### src/sv/mmix_pkg.sv
`timescale 1ns / 1ps
// Shared types and constants for the mecanum wheel mixer.
// No dependencies.
package mmix_pkg;

	localparam int unsigned NUM_WHEELS = 4;
	localparam int unsigned Q_DEPTH    = 2;
	localparam int unsigned Q_PTR_W    = $clog2(Q_DEPTH);
	localparam int unsigned Q_CNT_W    = $clog2(Q_DEPTH + 1);
	localparam int unsigned QUOT_W     = 15;
	localparam int unsigned DIV_CNT_W  = $clog2(QUOT_W);

	localparam logic [14:0] VX_LIMIT_RST    = 15'd10000;
	localparam logic [14:0] VY_LIMIT_RST    = 15'd10000;
	localparam logic [14:0] WZ_LIMIT_RST    = 15'd8000;
	localparam logic [14:0] WHEEL_LIMIT_RST = 15'd19000;
	localparam logic [7:0]  RAMP_STEP_RST   = 8'd3;

	typedef enum logic [2:0] {
		CFG_VX_LIMIT    = 3'd0,
		CFG_VY_LIMIT    = 3'd1,
		CFG_WZ_LIMIT    = 3'd2,
		CFG_WHEEL_LIMIT = 3'd3,
		CFG_RAMP_STEP   = 3'd4
	} cfg_idx_t;

	typedef struct packed {
		logic [14:0] vx_limit;
		logic [14:0] vy_limit;
		logic [14:0] wz_limit;
		logic [14:0] wheel_limit;
		logic [7:0]  ramp_step;
	} cfg_regs_t;

	typedef struct packed {
		logic signed [15:0] vx_target;
		logic signed [15:0] vy_target;
		logic signed [15:0] wz_target;
	} in_item_t;

	typedef struct packed {
		logic signed [15:0] wheel_0;
		logic signed [15:0] wheel_1;
		logic signed [15:0] wheel_2;
		logic signed [15:0] wheel_3;
		logic               scaled_down;
		logic signed [15:0] vx_ramped;
		logic signed [15:0] vy_ramped;
	} out_item_t;

	// one classified item between front and back
	typedef struct packed {
		logic [NUM_WHEELS-1:0][16:0] mag;
		logic [NUM_WHEELS-1:0]       neg;
		logic [16:0]                 mx;
		logic                        scaled;
		logic signed [15:0]          vx_ramped;
		logic signed [15:0]          vy_ramped;
	} mix_entry_t;

	typedef struct packed {
		logic full;
		logic empty;
	} q_status_t;

	typedef enum logic [1:0] {
		BK_IDLE,
		BK_MUL,
		BK_DIV,
		BK_OUT
	} bk_state_t;

endpackage

### src/sv/mecanum_wheel_mixer.sv
`timescale 1ns / 1ps
// Mecanum wheel mixer top: config registers, front, queue and back.
// Depends on mmix_pkg, mmix_front, mmix_fifo, mmix_back.
//
// Usage:
//  in channel (in_valid/in_ready/in_item): one beat carries vx, vy, wz targets.
//  out channel (out_valid/out_ready/out_item): one beat per input beat, in order,
//   with four wheel speeds, the scaled_down flag and the ramped vx/vy copies.
//  cfg channel (cfg_valid/cfg_ready/cfg_index/cfg_data): always ready; index 0..4
//   selects vx_limit, vy_limit, wz_limit, wheel_limit, ramp_step. Other indexes
//   are dropped. Write only while the block is idle.
//  The back end takes one item at a time, through its 15-step restoring divider when
//   scaling applies (four lanes sharing the max divisor), and takes no new item
//   until the last one has been loaded into the output register.
//  The front keeps accepting into a two-entry queue while the back works or the
//  output beat is stalled; when the queue fills, in_ready drops. A stalled output
//  beat holds in its register until out_ready.
//  Reset: registers return to their defaults, ramp state to zero, queue empty.
module mecanum_wheel_mixer (
	input  logic                clk,
	input  logic                arst_n,
	input  logic                in_valid,
	output logic                in_ready,
	input  mmix_pkg::in_item_t  in_item,
	output logic                out_valid,
	input  logic                out_ready,
	output mmix_pkg::out_item_t out_item,
	input  logic                cfg_valid,
	output logic                cfg_ready,
	input  logic [2:0]          cfg_index,
	input  logic [15:0]         cfg_data
);

	mmix_pkg::cfg_regs_t  cfg_q;
	mmix_pkg::mix_entry_t f_entry, q_data;
	mmix_pkg::q_status_t  q_stat;
	logic push, pop;

	assign cfg_ready = 1'b1;

	always_ff @(posedge clk or negedge arst_n) begin
		if (!arst_n) begin
			cfg_q.vx_limit    <= mmix_pkg::VX_LIMIT_RST;
			cfg_q.vy_limit    <= mmix_pkg::VY_LIMIT_RST;
			cfg_q.wz_limit    <= mmix_pkg::WZ_LIMIT_RST;
			cfg_q.wheel_limit <= mmix_pkg::WHEEL_LIMIT_RST;
			cfg_q.ramp_step   <= mmix_pkg::RAMP_STEP_RST;
		end else if (cfg_valid && cfg_ready) begin
			unique case (mmix_pkg::cfg_idx_t'(cfg_index))
				mmix_pkg::CFG_VX_LIMIT:    cfg_q.vx_limit    <= cfg_data[14:0];
				mmix_pkg::CFG_VY_LIMIT:    cfg_q.vy_limit    <= cfg_data[14:0];
				mmix_pkg::CFG_WZ_LIMIT:    cfg_q.wz_limit    <= cfg_data[14:0];
				mmix_pkg::CFG_WHEEL_LIMIT: cfg_q.wheel_limit <= cfg_data[14:0];
				mmix_pkg::CFG_RAMP_STEP:   cfg_q.ramp_step   <= cfg_data[7:0];
				default: ;
			endcase
		end
	end

	mmix_front u_front (
		.clk      (clk),
		.arst_n   (arst_n),
		.cfg      (cfg_q),
		.in_valid (in_valid),
		.in_ready (in_ready),
		.in_item  (in_item),
		.q_full   (q_stat.full),
		.push     (push),
		.entry    (f_entry)
	);

	mmix_fifo u_fifo (
		.clk     (clk),
		.arst_n  (arst_n),
		.push    (push),
		.wr_data (f_entry),
		.pop     (pop),
		.rd_data (q_data),
		.status  (q_stat)
	);

	mmix_back u_back (
		.clk         (clk),
		.arst_n      (arst_n),
		.wheel_limit (cfg_q.wheel_limit),
		.q_empty     (q_stat.empty),
		.q_data      (q_data),
		.pop         (pop),
		.out_valid   (out_valid),
		.out_ready   (out_ready),
		.out_item    (out_item)
	);

	a_no_overflow: assert property (@(posedge clk) disable iff (!arst_n)
		push |-> !q_stat.full)
		else $error("queue written while full");

	a_no_underflow: assert property (@(posedge clk) disable iff (!arst_n)
		pop |-> !q_stat.empty)
		else $error("queue read while empty");

	a_scaled_bound: assert property (@(posedge clk) disable iff (!arst_n)
		out_valid && out_item.scaled_down |->
			out_item.wheel_0 <= $signed({1'b0, cfg_q.wheel_limit}) &&
			out_item.wheel_0 >= -$signed({1'b0, cfg_q.wheel_limit}) &&
			out_item.wheel_3 <= $signed({1'b0, cfg_q.wheel_limit}) &&
			out_item.wheel_3 >= -$signed({1'b0, cfg_q.wheel_limit}))
		else $error("scaled wheel beyond limit");

endmodule

### src/sv/mmix_fifo.sv
`timescale 1ns / 1ps
// Short queue of classified items between front and back.
// Depends on mmix_pkg.
module mmix_fifo (
	input  logic                 clk,
	input  logic                 arst_n,
	input  logic                 push,
	input  mmix_pkg::mix_entry_t wr_data,
	input  logic                 pop,
	output mmix_pkg::mix_entry_t rd_data,
	output mmix_pkg::q_status_t  status
);

	mmix_pkg::mix_entry_t mem_q [mmix_pkg::Q_DEPTH];
	logic [mmix_pkg::Q_PTR_W-1:0] wr_ptr_q, rd_ptr_q;
	logic [mmix_pkg::Q_CNT_W-1:0] cnt_q;

	always_ff @(posedge clk) begin
		if (push) begin
			mem_q[wr_ptr_q] <= wr_data;
		end
	end

	always_ff @(posedge clk or negedge arst_n) begin
		if (!arst_n) begin
			wr_ptr_q <= '0;
			rd_ptr_q <= '0;
			cnt_q    <= '0;
		end else begin
			if (push) wr_ptr_q <= wr_ptr_q + 1'b1;
			if (pop)  rd_ptr_q <= rd_ptr_q + 1'b1;
			if (push && !pop)      cnt_q <= cnt_q + 1'b1;
			else if (pop && !push) cnt_q <= cnt_q - 1'b1;
		end
	end

	assign rd_data      = mem_q[rd_ptr_q];
	assign status.full  = (cnt_q == mmix_pkg::Q_CNT_W'(mmix_pkg::Q_DEPTH));
	assign status.empty = (cnt_q == '0);

endmodule

### src/sv/mmix_front.sv
`timescale 1ns / 1ps
// Front: accepts beats, clamps targets, updates ramp state, mixes wheels, finds max.
// Depends on mmix_pkg.
module mmix_front (
	input  logic                 clk,
	input  logic                 arst_n,
	input  mmix_pkg::cfg_regs_t  cfg,
	input  logic                 in_valid,
	output logic                 in_ready,
	input  mmix_pkg::in_item_t   in_item,
	input  logic                 q_full,
	output logic                 push,
	output mmix_pkg::mix_entry_t entry
);

	function automatic logic signed [16:0] clamp_sym(logic signed [15:0] v, logic [14:0] lim);
		logic signed [16:0] x, l;
		x = 17'(v);
		l = $signed({2'b00, lim});
		if (x > l)       x = l;
		else if (x < -l) x = -l;
		return x;
	endfunction

	function automatic logic signed [15:0] ramp_next(logic signed [15:0] value,
		logic signed [16:0] target, logic [7:0] step);
		logic signed [17:0] v, t, s;
		v = 18'(value);
		t = 18'(target);
		s = $signed({10'd0, step});
		if (t > 0) begin
			if (t > v)  v = v + s;
			if (t <= v) v = t;
		end else if (t < 0) begin
			if (t < v)  v = v - s;
			if (t >= v) v = t;
		end else if (v > 0) begin
			v = (v > s) ? v - s : '0;
		end else if (v < 0) begin
			v = (-v > s) ? v + s : '0;
		end
		return v[15:0];
	endfunction

	logic signed [15:0] vx_ramp_q, vy_ramp_q;
	logic signed [15:0] vx_ramp_d, vy_ramp_d;
	logic signed [16:0] vx, vy, wz;
	logic signed [17:0] w [mmix_pkg::NUM_WHEELS];
	logic [16:0] mag [mmix_pkg::NUM_WHEELS];
	logic [16:0] mx01, mx23;

	assign in_ready = !q_full;
	assign push     = in_valid && in_ready;

	always_comb begin
		vx = clamp_sym(in_item.vx_target, cfg.vx_limit);
		vy = clamp_sym(in_item.vy_target, cfg.vy_limit);
		wz = clamp_sym(in_item.wz_target, cfg.wz_limit);
		vx_ramp_d = ramp_next(vx_ramp_q, vx, cfg.ramp_step);
		vy_ramp_d = ramp_next(vy_ramp_q, vy, cfg.ramp_step);
		w[0] = -18'(vx) - 18'(vy) - 18'(wz);
		w[1] =  18'(vx) - 18'(vy) - 18'(wz);
		w[2] =  18'(vx) + 18'(vy) - 18'(wz);
		w[3] = -18'(vx) + 18'(vy) - 18'(wz);
		for (int i = 0; i < mmix_pkg::NUM_WHEELS; i++) begin
			mag[i] = w[i][17] ? 17'(-w[i]) : w[i][16:0];
		end
		mx01 = (mag[0] > mag[1]) ? mag[0] : mag[1];
		mx23 = (mag[2] > mag[3]) ? mag[2] : mag[3];
		entry.mx = (mx01 > mx23) ? mx01 : mx23;
		for (int i = 0; i < mmix_pkg::NUM_WHEELS; i++) begin
			entry.mag[i] = mag[i];
			entry.neg[i] = w[i][17];
		end
		entry.scaled    = (entry.mx > {2'b00, cfg.wheel_limit});
		entry.vx_ramped = vx_ramp_d;
		entry.vy_ramped = vy_ramp_d;
	end

	always_ff @(posedge clk or negedge arst_n) begin
		if (!arst_n) begin
			vx_ramp_q <= '0;
			vy_ramp_q <= '0;
		end else if (push) begin
			vx_ramp_q <= vx_ramp_d;
			vy_ramp_q <= vy_ramp_d;
		end
	end

endmodule

### src/sv/mmix_back.sv
`timescale 1ns / 1ps
// Back: four-lane restoring divider for proportional scaling and the output register.
// Depends on mmix_pkg.
module mmix_back (
	input  logic                 clk,
	input  logic                 arst_n,
	input  logic [14:0]          wheel_limit,
	input  logic                 q_empty,
	input  mmix_pkg::mix_entry_t q_data,
	output logic                 pop,
	output logic                 out_valid,
	input  logic                 out_ready,
	output mmix_pkg::out_item_t  out_item
);

	localparam int unsigned NW = mmix_pkg::NUM_WHEELS;
	localparam int unsigned QW = mmix_pkg::QUOT_W;

	mmix_pkg::bk_state_t state_q, state_d;
	mmix_pkg::mix_entry_t ent_q;
	logic [mmix_pkg::DIV_CNT_W-1:0] cnt_q;
	logic [NW-1:0][17:0]   rem_q;
	logic [NW-1:0][QW-1:0] lo_q, quo_q;
	logic [31:0] prod [NW];
	logic [17:0] trial [NW];
	logic [15:0] res [NW];
	logic ld_mul, div_step, load_out, div_last;
	logic out_valid_q;
	mmix_pkg::out_item_t out_q;

	assign div_last = (cnt_q == mmix_pkg::DIV_CNT_W'(QW - 1));

	always_comb begin
		state_d = state_q;
		unique case (state_q)
			mmix_pkg::BK_IDLE: if (!q_empty) state_d = q_data.scaled ? mmix_pkg::BK_MUL
			                                                           : mmix_pkg::BK_OUT;
			mmix_pkg::BK_MUL:  state_d = mmix_pkg::BK_DIV;
			mmix_pkg::BK_DIV:  if (div_last) state_d = mmix_pkg::BK_OUT;
			mmix_pkg::BK_OUT:  if (!out_valid_q || out_ready) state_d = mmix_pkg::BK_IDLE;
			default:           state_d = mmix_pkg::BK_IDLE;
		endcase
	end

	always_comb begin
		pop      = 1'b0;
		ld_mul   = 1'b0;
		div_step = 1'b0;
		load_out = 1'b0;
		unique case (state_q)
			mmix_pkg::BK_IDLE: pop      = !q_empty;
			mmix_pkg::BK_MUL:  ld_mul   = 1'b1;
			mmix_pkg::BK_DIV:  div_step = 1'b1;
			mmix_pkg::BK_OUT:  load_out = !out_valid_q || out_ready;
			default: ;
		endcase
	end

	always_comb begin
		for (int i = 0; i < NW; i++) begin
			prod[i]  = 32'(ent_q.mag[i]) * 32'(wheel_limit);
			trial[i] = {rem_q[i][16:0], lo_q[i][QW-1]};
			if (ent_q.scaled) res[i] = {1'b0, quo_q[i]};
			else              res[i] = ent_q.mag[i][15:0];
			if (ent_q.neg[i]) res[i] = 16'd0 - res[i];
		end
	end

	always_ff @(posedge clk) begin
		if (pop) ent_q <= q_data;
		if (ld_mul) begin
			for (int i = 0; i < NW; i++) begin
				rem_q[i] <= {1'b0, prod[i][31:QW]};
				lo_q[i]  <= prod[i][QW-1:0];
				quo_q[i] <= '0;
			end
		end else if (div_step) begin
			for (int i = 0; i < NW; i++) begin
				if (trial[i] >= {1'b0, ent_q.mx}) begin
					rem_q[i] <= trial[i] - {1'b0, ent_q.mx};
					quo_q[i] <= {quo_q[i][QW-2:0], 1'b1};
				end else begin
					rem_q[i] <= trial[i];
					quo_q[i] <= {quo_q[i][QW-2:0], 1'b0};
				end
				lo_q[i] <= {lo_q[i][QW-2:0], 1'b0};
			end
		end
		if (load_out) begin
			out_q.wheel_0     <= res[0];
			out_q.wheel_1     <= res[1];
			out_q.wheel_2     <= res[2];
			out_q.wheel_3     <= res[3];
			out_q.scaled_down <= ent_q.scaled;
			out_q.vx_ramped   <= ent_q.vx_ramped;
			out_q.vy_ramped   <= ent_q.vy_ramped;
		end
	end

	always_ff @(posedge clk or negedge arst_n) begin
		if (!arst_n) begin
			state_q     <= mmix_pkg::BK_IDLE;
			cnt_q       <= '0;
			out_valid_q <= 1'b0;
		end else begin
			state_q <= state_d;
			if (ld_mul)        cnt_q <= '0;
			else if (div_step) cnt_q <= cnt_q + 1'b1;
			if (load_out)       out_valid_q <= 1'b1;
			else if (out_ready) out_valid_q <= 1'b0;
		end
	end

	assign out_valid = out_valid_q;
	assign out_item  = out_q;

endmodule
### config.mk
export PLATFORM = sky130hd
export DESIGN_NAME = mecanum_wheel_mixer
export DESIGN_NICKNAME = d
export VERILOG_FILES = /design/src/sv/mmix_pkg.sv /design/src/sv/mecanum_wheel_mixer.sv /design/src/sv/mmix_fifo.sv /design/src/sv/mmix_front.sv /design/src/sv/mmix_back.sv
export SDC_FILE = /design/constraint.sdc
export NUM_CORES = 2
export LEC_CHECK = 0
export BUFFER_PORTS_ARGS = -buffer_cell sky130_fd_sc_hd__buf_2
export CAP_MARGIN = 15
export CORE_ASPECT_RATIO = 0.5
export CORE_MARGIN = 4
export CORE_UTILIZATION = 25
export DETAILED_ROUTE_END_ITERATION = 16
export PLACE_DENSITY = 0.41
export SLEW_MARGIN = 0
export SYNTH_ARGS = -nofsm -noshare
export SYNTH_HDL_FRONTEND = slang
export SYNTH_HIERARCHICAL = 1
export SYNTH_SLANG_ARGS = --single-unit
### constraint.sdc
create_clock -name clk -period 30.1 [get_ports clk]
set_input_delay 4.515 -clock clk [delete_from_list [all_inputs] [get_ports clk]]
set_output_delay 4.515 -clock clk [all_outputs]
set_load 0.01 [all_outputs]
==> qor.txt <==
================================================================================
DRT iter0 DRCs ....................................................         4382
Number of global-route vias before repair .........................        68300
Initial standard-cell utilization of the core .....................        25.2%
Number of buffers created by CTS ..................................           90
Via total after detailed routing ..................................        66900
Antenna Violating Nets Remaining ..................................            0
Count of final max-slew check failures ............................            0
Time the worst path needs with I/O delays and setup ...............     20180 ps
Area of the core .................................................. 354000 sq um
Detailed-route DRC error count ....................................            0
Critical Path Max Stage Delay .....................................       910 ps
Via density per instance ..........................................         4.73
Part of the Yosys area used for sequential elements ...............        24.4%
Max-cap violations ................................................            0
RR Endpoint ....................................................... u_fifo/mem_q[0][32]
Worst slew margin relative to its limit ...........................        13.0%
All-Layer GR Usage ................................................        16.0%
Buffer type at the clock tree root ................................    clkbuf_16
Measured slew at the worst slew-check pin .........................      1300 ps
Number of register bits inferred by synthesis .....................          762
Critical R2R Launch ...............................................    cfg_q[54]
Pin count of the biggest net entering global routing ..............          141
Unique masters post-synth .........................................          119
Count of boundary I/O pins ........................................          172
Post-cts resize count .............................................            0
Period utilisation layout .........................................        67.1%
Most frequent cells in the layout ................................. inv_1, fa_1, ha_1
TritonCTS clock tree ..............................................          yes
Dominant synthesized flop cell ....................................     edfxtp_1
Buffers and inverters on the worst path ...........................            4
Clock tree sinks ..................................................          762
Full die area ..................................................... 367000 sq um
Estimated wirelength of the detail-placed design ..................       222 mm
Register-to-register setup slack ..................................     11570 ps
Number of setup buffers added after CTS ...........................            0
Maximum number of buffers from clock root to sink .................            3
Capturing instance or port of the critical path ................... u_fifo/mem_q[0][32]
Critical path startpoint ..........................................  in_item[42]
Result of the run ................................................. finished clean
Count of cells along the worst register-to-register path ..........           72
Worst setup EP type ...............................................         flop
Most common cell after layout, fill and taps aside ................        inv_1
Post-CTS Hold Fix Bufs ............................................            0
Synth-to-Final Area Change ........................................        10.6%
Total stage count of the critical path ............................           65
Final estimated routing congestion in global placement ............        0.841
CP Launch Type ....................................................    input pin
Htree depth .......................................................            3
Average wire length per cell after detail routing ................. 21.1 microns
Unrepaired setup endpoints after global routing ...................        false
Post-synthesis cell area ..........................................  89300 sq um
Port Buf Inserts ..................................................          169
Final number of setup-violating endpoints .........................            0
Type of the worst setup path ...................................... input pin to flop
Final setup skew ..................................................      62.7 ps
Worst Path Max Fanout .............................................           18
Worst path arrival time ...........................................     20670 ps
Initial antenna violation count ...................................           39
Clock Pin Slew Worst Setup and Hold Paths .........................        80 ps
Global-route wire length before repair ............................       447 mm
Filler Cell Count .................................................        37700
Achievable frequency ..............................................     49.5 MHz
First-pass iteration count of the detailed router .................            8
Later-pin clock latency in the skew report ........................       770 ps
Count of warnings emitted by yosys ................................            6
Critical path data required time ..................................     30580 ps
Floorplan die height ..............................................  431 microns
Worst Hold Depth ..................................................            0
Synthesized netlist net count .....................................        11100
Fraction of final layout cells with drive strength greater than 1 .        9.50%
Path class of the lowest-slack min-delay path ..................... flop to flop
Share of async-settable or async-resettable flops after synthesis .        14.6%
Aggregate routed wire length ......................................       299 mm
Final hold violation count ........................................            0
Leftover overflow at the end of global routing ....................            0
Synth Area per Inst ...............................................   9.60 sq um
Number of nets in the final layout ................................        11100
Slowest cell on the critical path .................................    o2bb2ai_1
Family with the most delay on the worst path ...................... compound AO/OA/AOI/OAI gates
Number of enable flip-flop cells after synthesis ..................          591
Synth Instances ...................................................         9303
Placement Rows ....................................................          154
Die Wd ............................................................  853 microns
Setup tns final ...................................................         0 ps
================================================================================
## per-layer routing
layer,vias to the layer above,track usage [%],part of all wire (%)
met5,-,0,0.0070
met3,332,2.05,4.2
met4,4,4.35,2.7
met2,1361,26.7,47
met1,33700,21.8,46
li1,31500,-,-
## worst min path at each step
stage,startpoint,slack [ps],end
4_1_cts,u_back/ent_q[2],390,u_back/out_item[2]
2_1_floorplan,u_back/ent_q[0],400,u_back/out_item[0]
6_report,u_back/ent_q[2],400,u_back/out_item[2]
5_1_grt,u_back/ent_q[2],410,u_back/out_item[2]
3_3_place_gp,u_back/ent_q[21],400,u_back/out_item[21]
3_5_place_dp,u_back/ent_q[2],410,u_back/out_item[2]
## registers in the layout, summed over array words and instances (netlist names)
| register | cells |
|---|---|
| u_fifo/cnt_q | 2 |
| u_back/rem_q | 68 |
| u_fifo/rd_ptr_q | 1 |
| u_front/vx_ramp_q | 16 |
| u_back/cnt_q | 4 |
| u_fifo/wr_ptr_q | 1 |
| u_back/state_q | 2 |
| u_back/quo_q | 60 |
| u_back/out_item | 97 |
| u_back/out_valid | 1 |
| u_fifo/mem_q | 244 |
| u_front/vy_ramp_q | 16 |
| cfg_q | 68 |
| u_back/ent_q | 122 |
| u_back/lo_q | 60 |
## area by class of cell
type                       count  area, sq um  share of cell area [%]
multi-input combinational   6816        61000                    61.7
sequential                   762        21800                    22.1
tap                         4758         5950                    6.03
inverter                    1303         4890                    4.96
clock buffer                 121         2470                    2.50
timing repair buffer         315         2010                    2.04
clock inverter                49          618                   0.626
antenna                       19         47.5                  0.0482
## synthesized netlist by cell type, types with 16 or more instances
cell / n / area share, %
a21o_1: 129 / 1.1
dfstp_2: 24 / 0.71
nor4_1: 43 / 0.30
and3_1: 47 / 0.33
buf_1: 16 / 0.067
a21oi_1: 426 / 2.4
nand4_1: 78 / 0.55
mux2_2: 181 / 2.3
xor2_1: 147 / 1.4
mux2_4: 111 / 1.9
nor3_1: 176 / 0.99
xnor2_1: 293 / 2.9
nand2_1: 769 / 3.2
a211o_1: 18 / 0.18
nor2_1: 421 / 1.8
or3_1: 46 / 0.32
nand3_1: 126 / 0.71
nor2b_1: 86 / 0.60
a22o_1: 19 / 0.19
a31oi_1: 65 / 0.46
a211oi_1: 56 / 0.47
ha_1: 849 / 12
fa_1: 848 / 19
a221oi_1: 19 / 0.19
nor3b_1: 24 / 0.20
clkbuf_1: 354 / 1.5
dfxtp_1: 60 / 1.3
o21a_1: 97 / 0.82
o31ai_1: 34 / 0.29
o21ai_1: 17 / 0.095
inv_1: 1293 / 5.4
and2_1: 617 / 4.3
o21ai_0: 312 / 1.7
or2_2: 24 / 0.17
dfrtp_1: 87 / 2.4
o21bai_1: 34 / 0.29
edfxtp_1: 591 / 20
o221ai_1: 21 / 0.21
o22ai_1: 65 / 0.46
buf_2: 31 / 0.17
nand2b_1: 57 / 0.40
o211ai_1: 56 / 0.47
mux2i_1: 237 / 2.7
## kinds of logic (layout without fill, tap and decap cells)
| logic type | after synthesis | in the layout | synth area share (%) |
|---|---|---|---|
| compound gates | 1549 | 1549 | 11.3 |
| xor+xnor | 445 | 445 | 4.42 |
| fa+ha+maj | 1699 | 1699 | 30.9 |
| buf+inv | 1725 | 1788 | 7.47 |
| flops | 762 | 762 | 24.4 |
| mux | 530 | 530 | 6.82 |
| other cells | 1 | 20 | 0.00420 |
| simple gates | 2592 | 2592 | 14.7 |
## through the flow
stage | hold slack (ps) | cells | worst slack (ps) | area, sq um | util (%)
finish | 400 | 14100 | 9920 | 98700 | 27.9
global route | 410 | 14100 | 8790 | 98700 | 27.9
CTS | 394 | 14100 | 10110 | 98700 | 27.9
detailed placement | 408 | 14000 | 9360 | 95600 | 27.0
global placement | 405 | 14000 | 9360 | 95600 | 27.0
floorplan | 400 | 9303 | 12030 | 89300 | -
Power is left out: the tool's default activity adds up to more than one toggle a clock period on the data nets, which glitch-free logic cannot reach.
